### config.mk
export PLATFORM = sky130hd
export DESIGN_NAME = date_add_days
export DESIGN_NICKNAME = d
export VERILOG_FILES = /design/src/rtl/dad_pkg.sv /design/src/rtl/dad_ctrl.sv /design/src/rtl/dad_dpath.sv /design/src/rtl/date_add_days.sv
export SDC_FILE = /design/constraint.sdc
export NUM_CORES = 1
export LEC_CHECK = 0
export ABC_AREA = 1
export ABC_CLOCK_PERIOD_IN_PS = 7900
export BUFFER_PORTS_ARGS = -buffer_cell sky130_fd_sc_hd__buf_2
export CAP_MARGIN = 10
export CORE_MARGIN = 2
export CORE_UTILIZATION = 40
export DETAILED_ROUTE_END_ITERATION = 10
export GPL_ROUTABILITY_DRIVEN = 0
export SLEW_MARGIN = 30
export SYNTH_ARGS = -nofsm -noshare
export SYNTH_HDL_FRONTEND = slang
export SYNTH_SLANG_ARGS = --single-unit
export TNS_END_PERCENT = 20
### constraint.sdc
create_clock -name clk -period 7.9 [get_ports clk]
set_input_delay 0.395 -clock clk [delete_from_list [all_inputs] [get_ports clk]]
set_output_delay 0.395 -clock clk [all_outputs]
set_load 0.02 [all_outputs]
### src/rtl/dad_pkg.sv
// Shared types, constants and calendar functions for the date adder.
`timescale 1ns / 1ps

package dad_pkg;

  localparam int OFFSET_BITS   = 20;
  localparam int DAY_OFFSET_W  = 20;
  localparam int START_YEAR_W  = 14;
  localparam int MONTH_W       = 4;
  localparam int DAY_W         = 5;
  localparam int CFG_IDX_W     = 2;
  localparam int CFG_DATA_W    = 14;

  // Offset bits that actually reach the adder.
  localparam int OFF_USE_W = (OFFSET_BITS < DAY_OFFSET_W) ? OFFSET_BITS : DAY_OFFSET_W;
  // Offset plus the zero-based day of the year.
  localparam int TOT_W     = OFF_USE_W + 2;
  // Start year plus the whole years that the offset can hold.
  localparam int YEAR_W    = (((OFF_USE_W - 8) > START_YEAR_W) ?
                               (OFF_USE_W - 8) : START_YEAR_W) + 1;
  localparam int YMOD_W    = 9;

  localparam int unsigned CYCLE_DAYS  = 146097;
  localparam int unsigned CYCLE_YEARS = 400;
  localparam int unsigned COMMON_DAYS = 365;
  localparam int unsigned LEAP_DAYS   = 366;
  localparam int unsigned MONTHS      = 12;

  localparam logic [MONTH_W-1:0] MONTH_FEB = 4'd2;

  typedef enum logic [CFG_IDX_W-1:0] {
    CFG_START_YEAR  = 2'd0,
    CFG_START_MONTH = 2'd1,
    CFG_START_DAY   = 2'd2
  } cfg_idx_t;

  typedef enum logic [2:0] {
    S_IDLE,
    S_MOD,
    S_DOY,
    S_CYC,
    S_YEAR,
    S_MON,
    S_FIN
  } state_t;

  typedef struct packed {
    logic load;
    logic mod_step;
    logic doy_add;
    logic cyc_step;
    logic year_step;
    logic mon_step;
    logic out_load;
  } dad_cmd_t;

  typedef struct packed {
    logic mod_ge;
    logic invalid;
    logic cyc_ge;
    logic year_ge;
    logic mon_ge;
    logic out_free;
  } dad_stat_t;

  // Leap test on the year modulo 400: divisible by 4, not a plain century.
  function automatic logic is_leap(input logic [YMOD_W-1:0] ymod);
    return (ymod[1:0] == 2'd0) && !(ymod inside {9'd100, 9'd200, 9'd300});
  endfunction

  function automatic logic [DAY_W-1:0] month_len(input logic [MONTH_W-1:0] m,
                                                 input logic leap);
    logic [DAY_W-1:0] n;
    case (m) inside
      4'd1, 4'd3, 4'd5, 4'd7, 4'd8, 4'd10, 4'd12: n = 5'd31;
      4'd4, 4'd6, 4'd9, 4'd11:                    n = 5'd30;
      4'd2:                                       n = leap ? 5'd29 : 5'd28;
      default:                                    n = 5'd0;
    endcase
    return n;
  endfunction

  // Days in the months before month m.
  function automatic logic [8:0] days_before(input logic [MONTH_W-1:0] m,
                                             input logic leap);
    logic [8:0] n;
    case (m)
      4'd1:    n = 9'd0;
      4'd2:    n = 9'd31;
      4'd3:    n = 9'd59;
      4'd4:    n = 9'd90;
      4'd5:    n = 9'd120;
      4'd6:    n = 9'd151;
      4'd7:    n = 9'd181;
      4'd8:    n = 9'd212;
      4'd9:    n = 9'd243;
      4'd10:   n = 9'd273;
      4'd11:   n = 9'd304;
      4'd12:   n = 9'd334;
      default: n = 9'd0;
    endcase
    if (leap && (m > MONTH_FEB)) begin
      n = n + 9'd1;
    end
    return n;
  endfunction

endpackage

### src/rtl/dad_ctrl.sv
// Sequencer that steps the date datapath through its reduction loops.
`timescale 1ns / 1ps

module dad_ctrl
  import dad_pkg::*;
(
  input  logic      clk,
  input  logic      rst_n,
  input  logic      in_valid,
  output logic      in_ready,
  input  dad_stat_t stat,
  output dad_cmd_t  cmd
);

  state_t state_r, state_nxt;

  always_ff @(posedge clk) begin
    if (!rst_n) begin
      state_r <= S_IDLE;
    end else begin
      state_r <= state_nxt;
    end
  end

  always_comb begin
    state_nxt = state_r;
    case (state_r)
      S_IDLE: if (in_valid) state_nxt = S_MOD;
      S_MOD:  if (!stat.mod_ge) state_nxt = S_DOY;
      S_DOY:  state_nxt = stat.invalid ? S_FIN : S_CYC;
      S_CYC:  if (!stat.cyc_ge) state_nxt = S_YEAR;
      S_YEAR: if (!stat.year_ge) state_nxt = S_MON;
      S_MON:  if (!stat.mon_ge) state_nxt = S_FIN;
      S_FIN:  if (stat.out_free) state_nxt = S_IDLE;
      default: state_nxt = S_IDLE;
    endcase
  end

  always_comb begin
    cmd      = '0;
    in_ready = 1'b0;
    case (state_r)
      S_IDLE: begin
        in_ready = 1'b1;
        cmd.load = in_valid;
      end
      S_MOD:  cmd.mod_step  = stat.mod_ge;
      S_DOY:  cmd.doy_add   = 1'b1;
      S_CYC:  cmd.cyc_step  = stat.cyc_ge;
      S_YEAR: cmd.year_step = stat.year_ge;
      S_MON:  cmd.mon_step  = stat.mon_ge;
      S_FIN:  cmd.out_load  = stat.out_free;
      default: cmd = '0;
    endcase
  end

endmodule

### src/rtl/dad_dpath.sv
// Datapath: start date registers, day count, year and month reduction, result register.
`timescale 1ns / 1ps

module dad_dpath
  import dad_pkg::*;
(
  input  logic                    clk,
  input  logic                    rst_n,
  input  logic                    cfg_valid,
  input  logic [CFG_IDX_W-1:0]    cfg_index,
  input  logic [CFG_DATA_W-1:0]   cfg_data,
  input  logic [DAY_OFFSET_W-1:0] in_day_offset,
  input  logic                    out_ready,
  output logic                    out_valid,
  output logic [START_YEAR_W-1:0] out_result_year,
  output logic [MONTH_W-1:0]      out_result_month,
  output logic [DAY_W-1:0]        out_result_day,
  output logic                    out_start_invalid,
  input  dad_cmd_t                cmd,
  output dad_stat_t               stat
);

  logic [START_YEAR_W-1:0] start_year_r;
  logic [MONTH_W-1:0]      start_month_r;
  logic [DAY_W-1:0]        start_day_r;

  logic [TOT_W-1:0]        total_r;
  logic [YEAR_W-1:0]       year_r;
  logic [START_YEAR_W-1:0] ymod_r;
  logic [MONTH_W-1:0]      mon_r;
  logic                    inv_r;

  logic                    out_valid_r, out_valid_nxt;
  logic [START_YEAR_W-1:0] out_year_r;
  logic [MONTH_W-1:0]      out_month_r;
  logic [DAY_W-1:0]        out_day_r;
  logic                    out_inv_r;

  logic             leap;
  logic [DAY_W-1:0] start_len;
  logic [DAY_W-1:0] cur_len;
  logic [8:0]       year_len;
  logic             bad_start;

  always_ff @(posedge clk) begin
    if (!rst_n) begin
      start_year_r  <= START_YEAR_W'(2000);
      start_month_r <= MONTH_W'(1);
      start_day_r   <= DAY_W'(1);
    end else if (cfg_valid) begin
      case (cfg_index)
        CFG_START_YEAR:  start_year_r  <= cfg_data[START_YEAR_W-1:0];
        CFG_START_MONTH: start_month_r <= cfg_data[MONTH_W-1:0];
        CFG_START_DAY:   start_day_r   <= cfg_data[DAY_W-1:0];
        default: ;
      endcase
    end
  end

  // ymod_r holds the year modulo 400 once the reduction loop is done
  assign leap      = is_leap(ymod_r[YMOD_W-1:0]);
  assign start_len = month_len(start_month_r, leap);
  assign cur_len   = month_len(mon_r, leap);
  assign year_len  = leap ? 9'(LEAP_DAYS) : 9'(COMMON_DAYS);
  assign bad_start = (start_month_r < MONTH_W'(1)) || (start_month_r > MONTH_W'(MONTHS)) ||
                     (start_day_r == '0) || (start_day_r > start_len);

  always_comb begin
    stat.mod_ge   = ymod_r >= START_YEAR_W'(CYCLE_YEARS);
    stat.invalid  = bad_start;
    stat.cyc_ge   = 32'(total_r) >= CYCLE_DAYS;
    stat.year_ge  = total_r >= TOT_W'(year_len);
    stat.mon_ge   = (mon_r < MONTH_W'(MONTHS)) && (total_r >= TOT_W'(cur_len));
    stat.out_free = !out_valid_r || out_ready;
  end

  always_ff @(posedge clk) begin
    if (cmd.load) begin
      total_r <= TOT_W'(in_day_offset[OFF_USE_W-1:0]);
      year_r  <= YEAR_W'(start_year_r);
      ymod_r  <= start_year_r;
      mon_r   <= MONTH_W'(1);
      inv_r   <= 1'b0;
    end
    if (cmd.mod_step) begin
      ymod_r <= ymod_r - START_YEAR_W'(CYCLE_YEARS);
    end
    if (cmd.doy_add) begin
      inv_r   <= bad_start;
      total_r <= total_r + TOT_W'(start_day_r) +
                 TOT_W'(days_before(start_month_r, leap)) - TOT_W'(1);
    end
    if (cmd.cyc_step) begin
      total_r <= total_r - TOT_W'(CYCLE_DAYS);
      year_r  <= year_r + YEAR_W'(CYCLE_YEARS);
    end
    if (cmd.year_step) begin
      total_r <= total_r - TOT_W'(year_len);
      year_r  <= year_r + YEAR_W'(1);
      // wrap the year modulo 400
      ymod_r  <= (ymod_r == START_YEAR_W'(CYCLE_YEARS - 1)) ? '0 : ymod_r + START_YEAR_W'(1);
    end
    if (cmd.mon_step) begin
      total_r <= total_r - TOT_W'(cur_len);
      mon_r   <= mon_r + MONTH_W'(1);
    end
  end

  always_comb begin
    out_valid_nxt = out_valid_r;
    if (cmd.out_load) begin
      out_valid_nxt = 1'b1;
    end else if (out_ready) begin
      out_valid_nxt = 1'b0;
    end
  end

  always_ff @(posedge clk) begin
    if (!rst_n) begin
      out_valid_r <= 1'b0;
    end else begin
      out_valid_r <= out_valid_nxt;
    end
  end

  always_ff @(posedge clk) begin
    if (cmd.out_load) begin
      if (inv_r) begin
        out_year_r  <= '0;
        out_month_r <= '0;
        out_day_r   <= '0;
      end else begin
        out_year_r  <= year_r[START_YEAR_W-1:0];
        out_month_r <= mon_r;
        out_day_r   <= total_r[DAY_W-1:0] + DAY_W'(1);
      end
      out_inv_r <= inv_r;
    end
  end

  assign out_valid         = out_valid_r;
  assign out_result_year   = out_year_r;
  assign out_result_month  = out_month_r;
  assign out_result_day    = out_day_r;
  assign out_start_invalid = out_inv_r;

endmodule

### src/rtl/date_add_days.sv
// Top level of the Gregorian date adder: start date plus a day offset.
//
// Usage: write the start date (year, month, day) on the cfg channel, index 0, 1
// and 2, while the block is idle; cfg_ready is always high. Each item on the in
// channel carries a day offset; the block answers with one item on the out
// channel: year, month and day of start date plus offset, or a zero date with
// start_invalid set when the start date is not a real date.
// An item is reduced in order: start year modulo 400, day of the year, whole
// 400-year cycles, single years (one year a cycle), then months. One item is
// in work at a time; in_ready is high only while the sequencer is idle.
// The finished result sits in an output register, so a new item is accepted
// while the receiver stalls; a second result waits in the sequencer until the
// register frees up.
// Reset (rst_n low, synchronous) sets the start date to 2000-01-01, empties the
// output register and returns the sequencer to idle.
`timescale 1ns / 1ps

module date_add_days
  import dad_pkg::*;
(
  input  logic                    clk,
  input  logic                    rst_n,
  input  logic                    cfg_valid,
  output logic                    cfg_ready,
  input  logic [CFG_IDX_W-1:0]    cfg_index,
  input  logic [CFG_DATA_W-1:0]   cfg_data,
  input  logic                    in_valid,
  output logic                    in_ready,
  input  logic [DAY_OFFSET_W-1:0] in_day_offset,
  output logic                    out_valid,
  input  logic                    out_ready,
  output logic [START_YEAR_W-1:0] out_result_year,
  output logic [MONTH_W-1:0]      out_result_month,
  output logic [DAY_W-1:0]        out_result_day,
  output logic                    out_start_invalid
);

  dad_cmd_t  cmd;
  dad_stat_t stat;

  assign cfg_ready = 1'b1;

  dad_ctrl u_ctrl (
    .clk      (clk),
    .rst_n    (rst_n),
    .in_valid (in_valid),
    .in_ready (in_ready),
    .stat     (stat),
    .cmd      (cmd)
  );

  dad_dpath u_dpath (
    .clk               (clk),
    .rst_n             (rst_n),
    .cfg_valid         (cfg_valid),
    .cfg_index         (cfg_index),
    .cfg_data          (cfg_data),
    .in_day_offset     (in_day_offset),
    .out_ready         (out_ready),
    .out_valid         (out_valid),
    .out_result_year   (out_result_year),
    .out_result_month  (out_result_month),
    .out_result_day    (out_result_day),
    .out_start_invalid (out_start_invalid),
    .cmd               (cmd),
    .stat              (stat)
  );

`ifndef SYNTHESIS
  // one item at a time: acceptance closes the input
  a_one_in_flight: assert property (@(posedge clk) disable iff (!rst_n)
    in_valid && in_ready |=> !in_ready)
    else $error("input accepted while an item is in work");

  // an invalid start gives a zero date
  a_invalid_zero: assert property (@(posedge clk) disable iff (!rst_n)
    out_valid && out_start_invalid |->
      (out_result_year == '0) && (out_result_month == '0) && (out_result_day == '0))
    else $error("invalid start date with nonzero result");

  // a valid result has a real month and day
  a_valid_range: assert property (@(posedge clk) disable iff (!rst_n)
    out_valid && !out_start_invalid |->
      (out_result_month >= MONTH_W'(1)) && (out_result_month <= MONTH_W'(MONTHS)) &&
      (out_result_day != '0))
    else $error("result month or day out of range");
`endif

endmodule

==> results of run 1 <==
==> cells in the mapped netlist, types with 13 or more instances <==
cell type,instances
nor3_1,30
o211ai_1,18
ha_1,102
o21ai_0,67
inv_1,227
nand3_1,149
a21oi_1,67
dfxtp_1,36
nor2_1,145
clkbuf_1,13
nand2_1,428
xor2_1,60
nand4_1,27
edfxtp_1,79
==> routing by layer <==
| metal | vias up | GRT usage [%] | part of all wire [%] |
|---|---|---|---|
| met5 | - | 0 | 0 |
| met1 | 4901 | 33.12 | 48 |
| li1 | 5248 | - | - |
| met4 | 0 | 7.841 | 2.2 |
| met2 | 373 | 35.57 | 43 |
| met3 | 43 | 2.969 | 6.7 |
==> cell families (layout without fill, tap and decap cells) <==
logic type | count (synthesis) | in the layout | synth area share (%)
AND/OR/NAND/NOR | 821 | 821 | 32.55
buffers and inverters | 274 | 338 | 10.24
AO/OA/AOI/OAI | 187 | 187 | 9.973
flip-flops | 115 | 115 | 28.40
adder cells (fa/ha/maj) | 109 | 109 | 13.01
XOR/XNOR | 71 | 71 | 5.710
other | 1 | 1 | 0.03443
multiplexers | 1 | 1 | 0.09192
==> flip-flops by register name, indices dropped and copies added (netlist names), 3 cells and up, named ones only <==
register / count
u_dpath.total_r: 22
u_dpath.out_result_year: 14
u_dpath.start_year_r: 14
u_dpath.year_r: 14
u_dpath.ymod_r: 14
u_dpath.out_result_day: 5
u_dpath.start_day_r: 5
u_dpath.mon_r: 4
u_dpath.out_result_month: 4
u_dpath.start_month_r: 4
u_ctrl.state_r: 3
==> power by group through the flow <==
stage                     registers [W]  clock network, W  logic (W)
after floorplan                 0.00108                 0    0.00272
after global placement          0.00119                 0    0.00344
after detailed placement        0.00119                 0    0.00348
after CTS                       0.00117          0.000795    0.00350
after global routing            0.00121          0.000819    0.00404
final                           0.00118          0.000784    0.00354
==> cell type report <==
class / instances / area, um2 / area share [%]
repair buffers: 69 / 352.8 / 2.930
inverters: 237 / 894.6 / 7.428
multi-input cells: 1190 / 6689 / 55.54
clock buffers: 21 / 504.2 / 4.187
clock inverters: 11 / 83.83 / 0.6960
flip-flops and latches: 115 / 3093 / 25.68
well taps: 341 / 426.7 / 3.542
==> worst max-delay path: stages, from the launching register on <==
cell,delay [ns]
edfxtp_1,0.40
inv_1,0.14
ha_1,0.25
nand2_1,0.07
nor2_1,0.04
o211ai_1,0.21
nand2_1,0.22
a21oi_2,0.51
mux2i_1,0.25
ha_1,0.27
fa_1,0.51
inv_1,0.05
ha_1,0.24
fa_1,0.45
nand3_1,0.10
nand3_1,0.15
nand2_1,0.10
nand2_1,0.07
or2_2,0.27
nand3_1,0.07
nand4_1,0.12
nand4_1,0.10
nand2_1,0.06
==> stage by stage <==
| stage | power (W) | setup WS (ns) |
|---|---|---|
| 5_1_grt | 0.006075 | 2.564 |
| 6_report | 0.005509 | 2.992 |
| 3_5_place_dp | 0.004664 | 2.702 |
| 4_1_cts | 0.005472 | 2.663 |
| 3_3_place_gp | 0.004623 | 2.836 |
| 2_1_floorplan | 0.003795 | 3.640 |
==> final timing paths <==
| path | end | depth (start not counted) |
|---|---|---|
| hold reg to reg | u_dpath.start_year_r[10]$_SDFFE_PN1P_ | 2 |
| setup / recovery | u_dpath.total_r[7]$_DFFE_PP_ | 22 |
| hold / removal | u_dpath.start_year_r[9]$_SDFFE_PN1P_ | 3 |
| setup reg to reg | u_dpath.total_r[7]$_DFFE_PP_ | 22 |
==> cell usage in the layout (no fill, tap or decap), types with 3 or more instances in the layout <==
cell,instances
nand2_1,428
inv_1,227
nand3_1,149
nor2_1,144
ha_1,102
edfxtp_1,79
o21ai_0,67
a21oi_1,66
buf_2,66
xor2_1,60
dfxtp_1,36
nor3_1,30
nand4_1,27
clkbuf_16,20
o211ai_1,18
xnor2_1,11
nand3b_1,11
inv_2,8
or2_2,8
o22ai_1,7
o21bai_1,7
fa_1,7
o221ai_1,6
nand2_2,5
inv_4,5
nor2_2,4
nand2_4,4
inv_6,4
o31ai_1,3
a21oi_2,3
buf_4,3
==> impl_metrics.yaml, run 1 <==
die:
  die_h_um: 169.0
  core_mm2: 0.02688
  start_util_pct: 40.52
  die_w_um: 169.0
  fp-row-count: 60
  boundaryPins: 68
  die_area_mm2: 0.02856
power_and_ir_drop:
  p_clk_share_pct: 14.2
  switchingPower_w: 0.002943
  p_leak_nw: 5.861
  power_density_mw_per_mm2: 457.4
  seq_power_share_pct: 21.5
  power.internal_w: 0.002566
  ir_drop_mv: 0.2484
  pwr-share-comb_pct: 64.3
  p_sw_share_pct: 53.43
clock_tree:
  cts_setup_buffers: 0
  cts_made_buffers: 17
  clockBufferDepth: 2
  cts.sinks: 115
  cts_resized: 0
  cts_tree: "done"
  cts.hold.buffers_added: 0
  clk_pin_slew_ns: 0.07
  ctsRootBufferMaster: "clkbuf_16"
  h-tree-depth: 4
  clock_latency_ns: 0.42
detailed_routing:
  drtIter0Drc: 905
  viasPerCell: 5.325
  drc_errors: 0
  first_pass_iters: 7
  ant_nets: 0
  num_vias: 10570
  wl_per_cell_um: 16.28
  totalWireLength_um: 32290
timing:
  period_needed_ns: 4.908
  tightest_slew_ns: 0.9516
  tns_ns: 0
  finalCritPeriodShare_pct: 62.13
  max_freq_ghz: 0.2038
  setup_viol_count_final: 0
  rsz0062_at_grt: "false"
  hold_violations: 0
  whs_ns: 0.1865
  drv_slew: 0
  relSlewSlack_pct: 36.07
  skew_ns: 0.01335
worst_setup_path:
  required_ns: 8.06
  critPathLaunchType: "flop"
  crit_fanout: 15
  cp-startpoint: "u_dpath.ymod_r[4]$_DFFE_PP_"
  rr_startpoint: "u_dpath.ymod_r[4]$_DFFE_PP_"
  r2r_slack_ns: 2.99
  critPathArrivalTime_ns: 5.07
  path_class: "flop to flop"
  worstSetupEndpointType: "flop"
synth:
  synthDistinctLibCells: 50
  synth-seq-cells: 115
  netlist_area_mm2: 0.01089
  yosysTopAreaCellShare_pct: 21.78
  ys_seq_area_share_pct: 28.40
  yosysWarnings: 0
  synth_top_flop_cell: "edfxtp_1"
  synth_edf_count: 79
  async_flop_share_pct: 0
  synth_area_leaders: "edfxtp_1 (22%), nand2_1 (15%), ha_1 (12%)"
  syn-num-nets: 1729
  avgSynthCellArea_um2: 6.897
  synth_top_cell_by_area: "edfxtp_1"
  netlist_instances: 1579
global_routing:
  antenna_found_initial: 0
  first_global_vias: 9881
  grt_max_degree: 30
  grt_usage_pct: 23.01
  grt_first_pass_wirelength_um: 51850
  grt.overflow.total: 0
cells_and_area:
  syn_to_final_growth_pct: 10.59
  layout-drive-gt1-share_pct: 8.704
  diodes: 0
  finalNetCount: 1780
  finalNonFillerCells: 1984
  final_util_pct: 44.81
  final_area_mm2: 0.01204
  fillerInstances: 2806
hold_path:
  hold_start: "cfg_data[9]"
  worstHoldPathType: "input port to flop"
placement:
  dp_hpwl_um: 24870
  dp.cells: 1952
  placed_cell_area_mm2: 0.01145
  portBuffers: 66
status:
  outcome: "finished clean"
flow_run:
  maxCapViolations: 0
Power figures use the tool's default switching activity.
==> run 2, diff against run 1 <==
ABC_AREA = 0   (was 1)
ABC_CLOCK_PERIOD_IN_PS = 4680   (was 7900)
clock period = 4.68 ns   (was 7.9 ns; I/O delays follow)
==> impl_metrics.yaml, run 2 <==
status:
  outcome: "finished clean"
placement:
  dp.cells: 1522
  dp_hpwl_um: 20620
  pre_cts_slack_ns: -0.2272
  portBuffers: 66
synth:
  synth_top_family_by_area: "compound AO/OA/AOI/OAI gates"
  synth_top_flop_cell: "edfxtp_1"
  yosysWarnings: 0
  netlist_area_mm2: 0.009784
  yosysTopAreaCellShare_pct: 24.25
  syn-num-nets: 1283
  synth_compound_area_share_pct: 21.41
  synth_most_common_cell: "nand2_1"
  synth-seq-cells: 115
  netlist_instances: 1133
  synth_top_cell_by_area: "edfxtp_1"
  yosys-top-cells-count: "nand2_1 (119), ha_1 (102), nor2_1 (82), inv_1 (81), edfxtp_1 (79)"
  avgSynthCellArea_um2: 8.636
  synth-simple-area-share_pct: 19.36
  synthAdderAreaFrac_pct: 14.48
  synth_edf_count: 79
  synth_mux_area_share_pct: 2.289
  ys_seq_area_share_pct: 31.61
  async_flop_share_pct: 0
  synth_area_leaders: "edfxtp_1 (24%), ha_1 (13%), dfxtp_1 (7.4%)"
  synthDistinctLibCells: 81
  yosys.area_share.xor_xnor_pct: 5.102
timing:
  relSlewSlack_pct: 41.96
  hold_violations: 0
  finalWorstSetupSlack_ns: 0.06329
  rsz0062_at_grt: "true"
  period_needed_ns: 4.617
  max_freq_ghz: 0.2166
  skew_ns: 0.01700
  setup_viol_count_final: 0
  tightest_slew_ns: 0.8654
  whs_ns: 0.01703
  finalCritPeriodShare_pct: 98.65
  drv_slew: 0
clock_tree:
  clock_latency_ns: 0.42
  clk_pin_slew_ns: 0.07
  ctsRootBufferMaster: "clkbuf_16"
  cts.hold.buffers_added: 0
  cts.sinks: 115
  cts_made_buffers: 17
  cts_tree: "done"
  clockBufferDepth: 2
  h-tree-depth: 4
die:
  boundaryPins: 68
  die_w_um: 160.4
  die_area_mm2: 0.02573
  start_util_pct: 40.47
  die_h_um: 160.4
  fp-row-count: 57
  core_mm2: 0.02418
cells_and_area:
  largest_reg_flops: 22
  top_register: "u_dpath.total_r"
  regArea_mm2: 0.003093
  syn_to_final_growth_pct: 19.69
  finalNonFillerCells: 1560
  final_cell_mix: "nand2_1 (118), ha_1 (86), nor2_1 (79), edfxtp_1 (79), inv_1 (76)"
  layout-drive-gt1-share_pct: 19.09
  multi_input_area_mm2: 0.006497
  finalNetCount: 1373
  fillerInstances: 2274
  final_common_cell: "nand2_1"
  diodes: 0
detailed_routing:
  wl_per_cell_um: 18.10
  num_vias: 8844
  viasPerCell: 5.669
  drtIter0Drc: 714
  totalWireLength_um: 28230
  ant_nets: 0
  drc_errors: 0
  first_pass_iters: 6
power_and_ir_drop:
  seq_power_share_pct: 20.7
  p_clk_share_pct: 14.5
  power.internal_w: 0.004798
  switchingPower_w: 0.004288
  pwr-share-comb_pct: 64.8
  p_leak_nw: 4.756
  ir_drop_mv: 0.3741
  p_sw_share_pct: 47.19
  power_density_mw_per_mm2: 775.8
  finalPower_w: 0.009086
worst_setup_path:
  required_ns: 4.82
  path_class: "flop to flop"
  critPathArrivalTime_ns: 4.76
  crit_fanout: 6
  critPathLaunchType: "flop"
  worstSetupEndpointType: "flop"
flow_run:
  maxCapViolations: 0
global_routing:
  antenna_found_initial: 0
  first_global_vias: 8411
  grt_max_degree: 31
  grt_first_pass_wirelength_um: 44840
  grt_usage_pct: 21.75
  grt.overflow.total: 0
hold_path:
  worstHoldPathType: "input port to flop"
## run 2: cell types whose count changed after synthesis, sizes merged, moves of 15 or more
cell | previous run | this run
clkbuf | 14 | 37
inv | 237 | 81
mux2i | 1 | 19
nand2 | 437 | 119
nand3 | 152 | 47
nand4 | 28 | 10
nor2 | 148 | 83
nor2b | 0 | 34
o22ai | 7 | 22
xnor2 | 11 | 40
xor2 | 60 | 17
## run 2: per-stage QoR
stage | utilization (%) | setup TNS, ns | instance area [um2]
finish | 48.44 | 0 | 11710
global route | 48.44 | -0.7800 | 11710
CTS | 47.26 | -0.08410 | 11430
detailed placement | 44.44 | -1.243 | 10750
global placement | 44.42 | -0.4652 | 10740
floorplan | - | 0 | 9806
## run 2: cells by family (layout without fill, tap and decap cells)
family | after synthesis | count (layout)
AO/OA/AOI/OAI | 309 | 309
XOR/XNOR | 57 | 57
adder cells (fa/ha/maj) | 109 | 109
buffers and inverters | 139 | 242
flip-flops | 115 | 115
multiplexers | 21 | 21
other | 1 | 1
AND/OR/NAND/NOR | 382 | 382
## run 2: critical path: stages, from the launching register on
cell      delay [ns]
edfxtp_1        0.40
inv_2           0.10
buf_4           0.12
ha_2            0.16
nand2b_1        0.06
o21ai_2         0.14
a21boi_2        0.08
nor2b_1         0.13
buf_4           0.16
buf_4           0.13
xnor2_1         0.13
ha_1            0.22
fa_1            0.50
inv_1           0.04
ha_2            0.18
fa_2            0.37
a21oi_4         0.18
o21ai_2         0.11
a41oi_2         0.24
o21ai_2         0.12
o41ai_2         0.29
buf_4           0.18
xnor2_2         0.07
a21oi_2         0.12
o221ai_1        0.11
## run 2: path summary, 6_finish.rpt
kind | startpoint | to | slack, ns | cells after the start
setup / recovery | u_dpath.ymod_r[4]$_DFFE_PP_ | u_dpath.total_r[19]$_DFFE_PP_ | 0.06 | 24
hold / removal | cfg_data[6] | u_dpath.start_year_r[6]$_SDFFE_PN1P_ | 0.02 | 3
setup reg to reg | u_dpath.ymod_r[4]$_DFFE_PP_ | u_dpath.total_r[19]$_DFFE_PP_ | 0.06 | 24
hold reg to reg | u_dpath.out_valid$_SDFFE_PN0P_ | u_dpath.out_valid$_SDFFE_PN0P_ | 0.49 | 2
## run 2: metal layers
layer	track usage, %	routed length [um]
met1	32.10	13870
met2	33.62	12530
met3	2.583	1408
met4	5.938	430
met5	0	0
## run 2: timing repair
action                     CTS  global route
gates cloned                 0             0
buffers inserted             3             3
resized for setup           19            54
setup endpoints to repair    8            46
pin swaps                   15            39
## run 2: layout make-up
class	instances	area share (%)
clock buffer	17	3.632
clock inverter	15	1.357
inverter	81	2.596
multi-input combinational	879	55.48
sequential	115	26.41
tap	324	3.462
timing repair buffer	129	7.062
## run 2: power groups by stage
stage	Sequential [W]	Clock, W	Combinational (W)
global placement	0.00188	0	0.00502
CTS	0.00187	0.00133	0.00526
detailed placement	0.00188	0	0.00506
global route	0.00194	0.00136	0.00651
floorplan	0.00171	0	0.00372
finish	0.00188	0.00131	0.00589
